[config.mk]
export PLATFORM = sky130hd
export DESIGN_NAME = grc_div
export DESIGN_NICKNAME = d
export VERILOG_FILES = /design/src/rtl/grc_pkg.sv /design/src/rtl/grc_div.sv
export SDC_FILE = /design/constraint.sdc
export NUM_CORES = 1
export LEC_CHECK = 0
export BUFFER_PORTS_ARGS = -buffer_cell sky130_fd_sc_hd__buf_4
export CAP_MARGIN = 20
export CORE_MARGIN = 1.5
export CORE_UTILIZATION = 51
export DETAILED_ROUTE_END_ITERATION = 7
export GPL_TIMING_DRIVEN = 0
export PLACE_DENSITY_LB_ADDON = 0.05
export REMOVE_ABC_BUFFERS = 1
export SLEW_MARGIN = 20
export SYNTH_ARGS = -nofsm -noshare
export SYNTH_HDL_FRONTEND = slang
export SYNTH_SLANG_ARGS = --single-unit
[constraint.sdc]
create_clock -name aclk -period 7.3 [get_ports aclk]
set_input_delay 2.19 -clock aclk [delete_from_list [all_inputs] [get_ports aclk]]
set_output_delay 2.19 -clock aclk [all_outputs]
set_load 0.005 [all_outputs]
[src/rtl/grc_pkg.sv]
package grc_pkg;

    localparam int MAP_BITS   = 6;
    localparam int FRAC_BITS  = 16;
    localparam int TEX_BITS   = 6;
    localparam int TEX_HEIGHT = 64;
    localparam int DIV_W      = 40;
    localparam int DIVR_W     = 32;
    localparam int CFG_W      = 22;

    localparam logic OP_MAP_WRITE = 1'b0;
    localparam logic OP_CAST      = 1'b1;

    localparam logic [2:0] REG_POS_X   = 3'd0;
    localparam logic [2:0] REG_POS_Y   = 3'd1;
    localparam logic [2:0] REG_DIR_X   = 3'd2;
    localparam logic [2:0] REG_DIR_Y   = 3'd3;
    localparam logic [2:0] REG_PLANE_X = 3'd4;
    localparam logic [2:0] REG_PLANE_Y = 3'd5;
    localparam logic [2:0] REG_WIDTH   = 3'd6;
    localparam logic [2:0] REG_HEIGHT  = 3'd7;

    typedef struct packed {
        logic        operation;
        logic [10:0] column;
        logic [5:0]  cell_x;
        logic [5:0]  cell_y;
        logic        cell_is_wall;
    } in_item_t;

    typedef struct packed {
        logic [10:0] column_out;
        logic        hit_side;
        logic [1:0]  tex_index;
        logic [23:0] perp_distance;
        logic [15:0] line_height;
        logic [10:0] draw_start;
        logic [10:0] draw_end;
        logic [5:0]  tex_x;
        logic [22:0] tex_step;
        logic [22:0] tex_pos_start;
    } out_item_t;

endpackage

[src/rtl/grc_div.sv]
module grc_div (
    input  logic                         aclk,
    input  logic                         aresetn,
    input  logic                         start,
    input  logic [grc_pkg::DIV_W-1:0]    dividend,
    input  logic [grc_pkg::DIVR_W-1:0]   divisor,
    output logic                         done,
    output logic [grc_pkg::DIV_W-1:0]    quotient
);

    logic [grc_pkg::DIV_W-1:0]          q_reg, q_next;
    logic [grc_pkg::DIVR_W-1:0]         r_reg, r_next;
    logic [grc_pkg::DIVR_W-1:0]         d_reg;
    logic [$clog2(grc_pkg::DIV_W)-1:0]  cnt_reg;
    logic                               busy_reg, done_reg;
    logic [grc_pkg::DIVR_W:0]           trial;
    logic                               ge;

    // Restoring division, one quotient bit per cycle.
    always_comb begin
        trial  = {r_reg, q_reg[grc_pkg::DIV_W-1]};
        ge     = trial >= {1'b0, d_reg};
        r_next = ge ? grc_pkg::DIVR_W'(trial - {1'b0, d_reg})
                    : trial[grc_pkg::DIVR_W-1:0];
        q_next = {q_reg[grc_pkg::DIV_W-2:0], ge};
    end

    always_ff @(posedge aclk) begin
        if (!aresetn) begin
            busy_reg <= 1'b0;
            done_reg <= 1'b0;
            cnt_reg  <= '0;
        end else begin
            done_reg <= 1'b0;
            if (start) begin
                q_reg    <= dividend;
                r_reg    <= '0;
                d_reg    <= divisor;
                cnt_reg  <= '0;
                busy_reg <= 1'b1;
            end else if (busy_reg) begin
                q_reg   <= q_next;
                r_reg   <= r_next;
                cnt_reg <= cnt_reg + 1'b1;
                if (cnt_reg == ($clog2(grc_pkg::DIV_W))'(grc_pkg::DIV_W - 1)) begin
                    busy_reg <= 1'b0;
                    done_reg <= 1'b1;
                end
            end
        end
    end

    assign done     = done_reg;
    assign quotient = q_reg;

endmodule
==> metrics.txt <==
status=complete, no violations; hold path start=cnt_reg[5]; Total GRT Usage=20.3%; Max transition margin=38.1%; WS Path Type=primary input to register; final setup fails=0; initial drt markers=259; Non-Filler Instances=852; RR Endpoint=r_reg[12]; PostCTS Resize Cnt=0; Yosys warnings=0; Peak VDD IR=0.183 mV; Post-CTS Setup Repair Bufs=0; Slowest Stage Delay on Critical Path=670 ps; Initial Util=53.0%; Worst Hold Class=register to register; worst-case clock buffer depth=2; ys async rst share=0%; Via-to-Cell Ratio=5.44; Diodes inserted=0; CP endpoint=d_reg[29]; clock root cell=clkbuf_16; Final WS setup=3620 ps; Sum Neg Setup Slack=0 ps; die height=115 um; first-pass GRT wire length=21,200 um; routed len/inst=15.1 um; top cells by area, synth=edfxtp_1 (48%), mux2_2 (7.0%), ha_1 (6.4%), a21oi_1 (3.4%), mux2i_1 (3.0%); largest net degree at the start of global routing=77; Seq/Total Area, Yosys=50.9%; Tcrit/Tclk final=50.5%; Yosys cell types=63; Setup Skew=10.2 ps; Std-Cell Core Area=12,200 sq um; CP startpoint=start; pre-CTS setup slack=3200 ps; Syn Area/Cell=11.3 sq um; Die Footprint=13,300 sq um; Crit. End Element=register; GPL Wtd Cong=0.884; EDFF count, synth=104; Synth Cell Area=6450 sq um; clock latency on the worst-skew pair=360 ps; dominant synthesized flop cell=edfxtp_1; nets@finish=788; DP HPWL=9110 um; initial antenna violation count=0; DRC Markers=0; Hold Buf Count CTS=0; max reg flops=40; maximum clock frequency=0.271 GHz; vias in the first global route=4,679; CP Cell Sequence=buf_4 -> and2_2 -> buf_16; DR pass1 iterations=5; leakage dissipation=3.22 nW; Post-Route WL=12,900 um; antenna-violating nets left=0; Slew @ Worst Pin=928 ps; Final Hold Vio Count=0; Power Density=223 nW/um^2; CTS Buf Count=9; share of layout cells above drive strength 1=28.4%; Placed Cells=836; CP required=7370 ps; Critical Path Start Type=primary input; grt ovf=0; CTS tree=yes; Die X=115 um; vias=4,633; Reg-to-Reg Start=r_reg[13]; CP max-delay cell=buf_4; FF-to-FF path depth=10; Clock Pin Slew Worst Setup and Hold Paths=80 ps; Crit path arrival time=3750 ps; number of port buffers=115; I/O pins=116; Gate Count Post-Synth=570; FF-to-FF setup slack=3740 ps; Crit Path Max Fanout=76; RSZ-0062 raised after global routing=no; #FFs+latches synth=112; min Tclk post-route=3680 ps; max-slew violation count=0; Sink Count=112; post-synth top area cell=edfxtp_1; Cell Rows=40; max_cap viols=0; share of the synthesized area in the top cell type=48.4%; Area growth syn-to-layout=20.6%; htree depth=3
-- stage by stage --
stage          cell area (sq um)  util (%)  power [W]  hold slack, ps
2_1_floorplan               6330         -    0.00112             458
3_3_place_gp                7400      60.9    0.00125             470
3_5_place_dp                7490      61.6    0.00126             499
4_1_cts                     7770      63.9    0.00175             508
5_1_grt                     7770      63.9    0.00182             530
6_report                    7770      63.9    0.00173             504
-- worst min-delay path by stage --
stage	end	cells past startpoint
floorplan	cnt_reg[5]	2
global placement	cnt_reg[5]	2
detailed placement	done	2
CTS	done	2
global route	cnt_reg[5]	2
finish	done	2
-- area by class of cell --
cell class / count / area (sq um)
clock buffer: 10 / 229
clock inverter: 6 / 52.6
fill: 1010 / 4390
inverter: 45 / 169
multi-input combinational: 393 / 2900
sequential: 112 / 3280
tap: 168 / 210
timing repair buffer: 118 / 930
-- placed cells by master (no fill, tap or decap), types with 5 or more instances in the layout --
master,n
a21oi_1,44
nand2b_1,8
nor2_1,45
o21ai_0,18
nor3_1,9
a211oi_2,5
mux2i_1,19
or3_1,5
ha_1,33
nand2_1,28
nor2b_1,5
o211ai_1,6
mux2_2,40
buf_4,115
nand4_1,6
a21o_1,10
edfxtp_1,104
xor2_1,13
xnor2_1,14
nand3_1,24
clkbuf_16,9
and3_1,6
dfxtp_1,8
inv_1,45
-- kinds of logic after synthesis --
family | synth area share, %
AO/OA/AOI/OAI | 12.6
AND/OR/NAND/NOR | 11.7
multiplexers | 9.94
adder cells (fa/ha/maj) | 6.72
XOR/XNOR | 3.67
buffers and inverters | 4.44
flip-flops | 50.9
-- where the power goes --
part           leakage, nW  switching [W]  internal, W
combinational         2.03       0.000249     0.000215
clock                0.137       0.000241     0.000238
sequential            1.06      0.0000226     0.000765
-- layer usage --
metal  GRT usage (%)  wire [um]
met1            25.3       5720
met2            33.5       6200
met3            6.33        774
met4            7.33        169
met5               0          0
-- critical path, delay by kind of cell --
kind	cells	cell delay (ps)
buf+inv	2	880
simple gates	1	610
-- Yosys cell counts, types with 9 or more instances --
library cell and n:
edfxtp_1 104, nor2_1 45, clkbuf_1 9, nand2_1 28
ha_1 33, inv_1 45, mux2_2 40, nand3_1 24
a21oi_1 44, a21o_1 10, nor3_1 9, xor2_1 13
o21ai_0 18, xnor2_1 14, mux2i_1 19
Note: power is estimated with default switching activity, not from simulation.
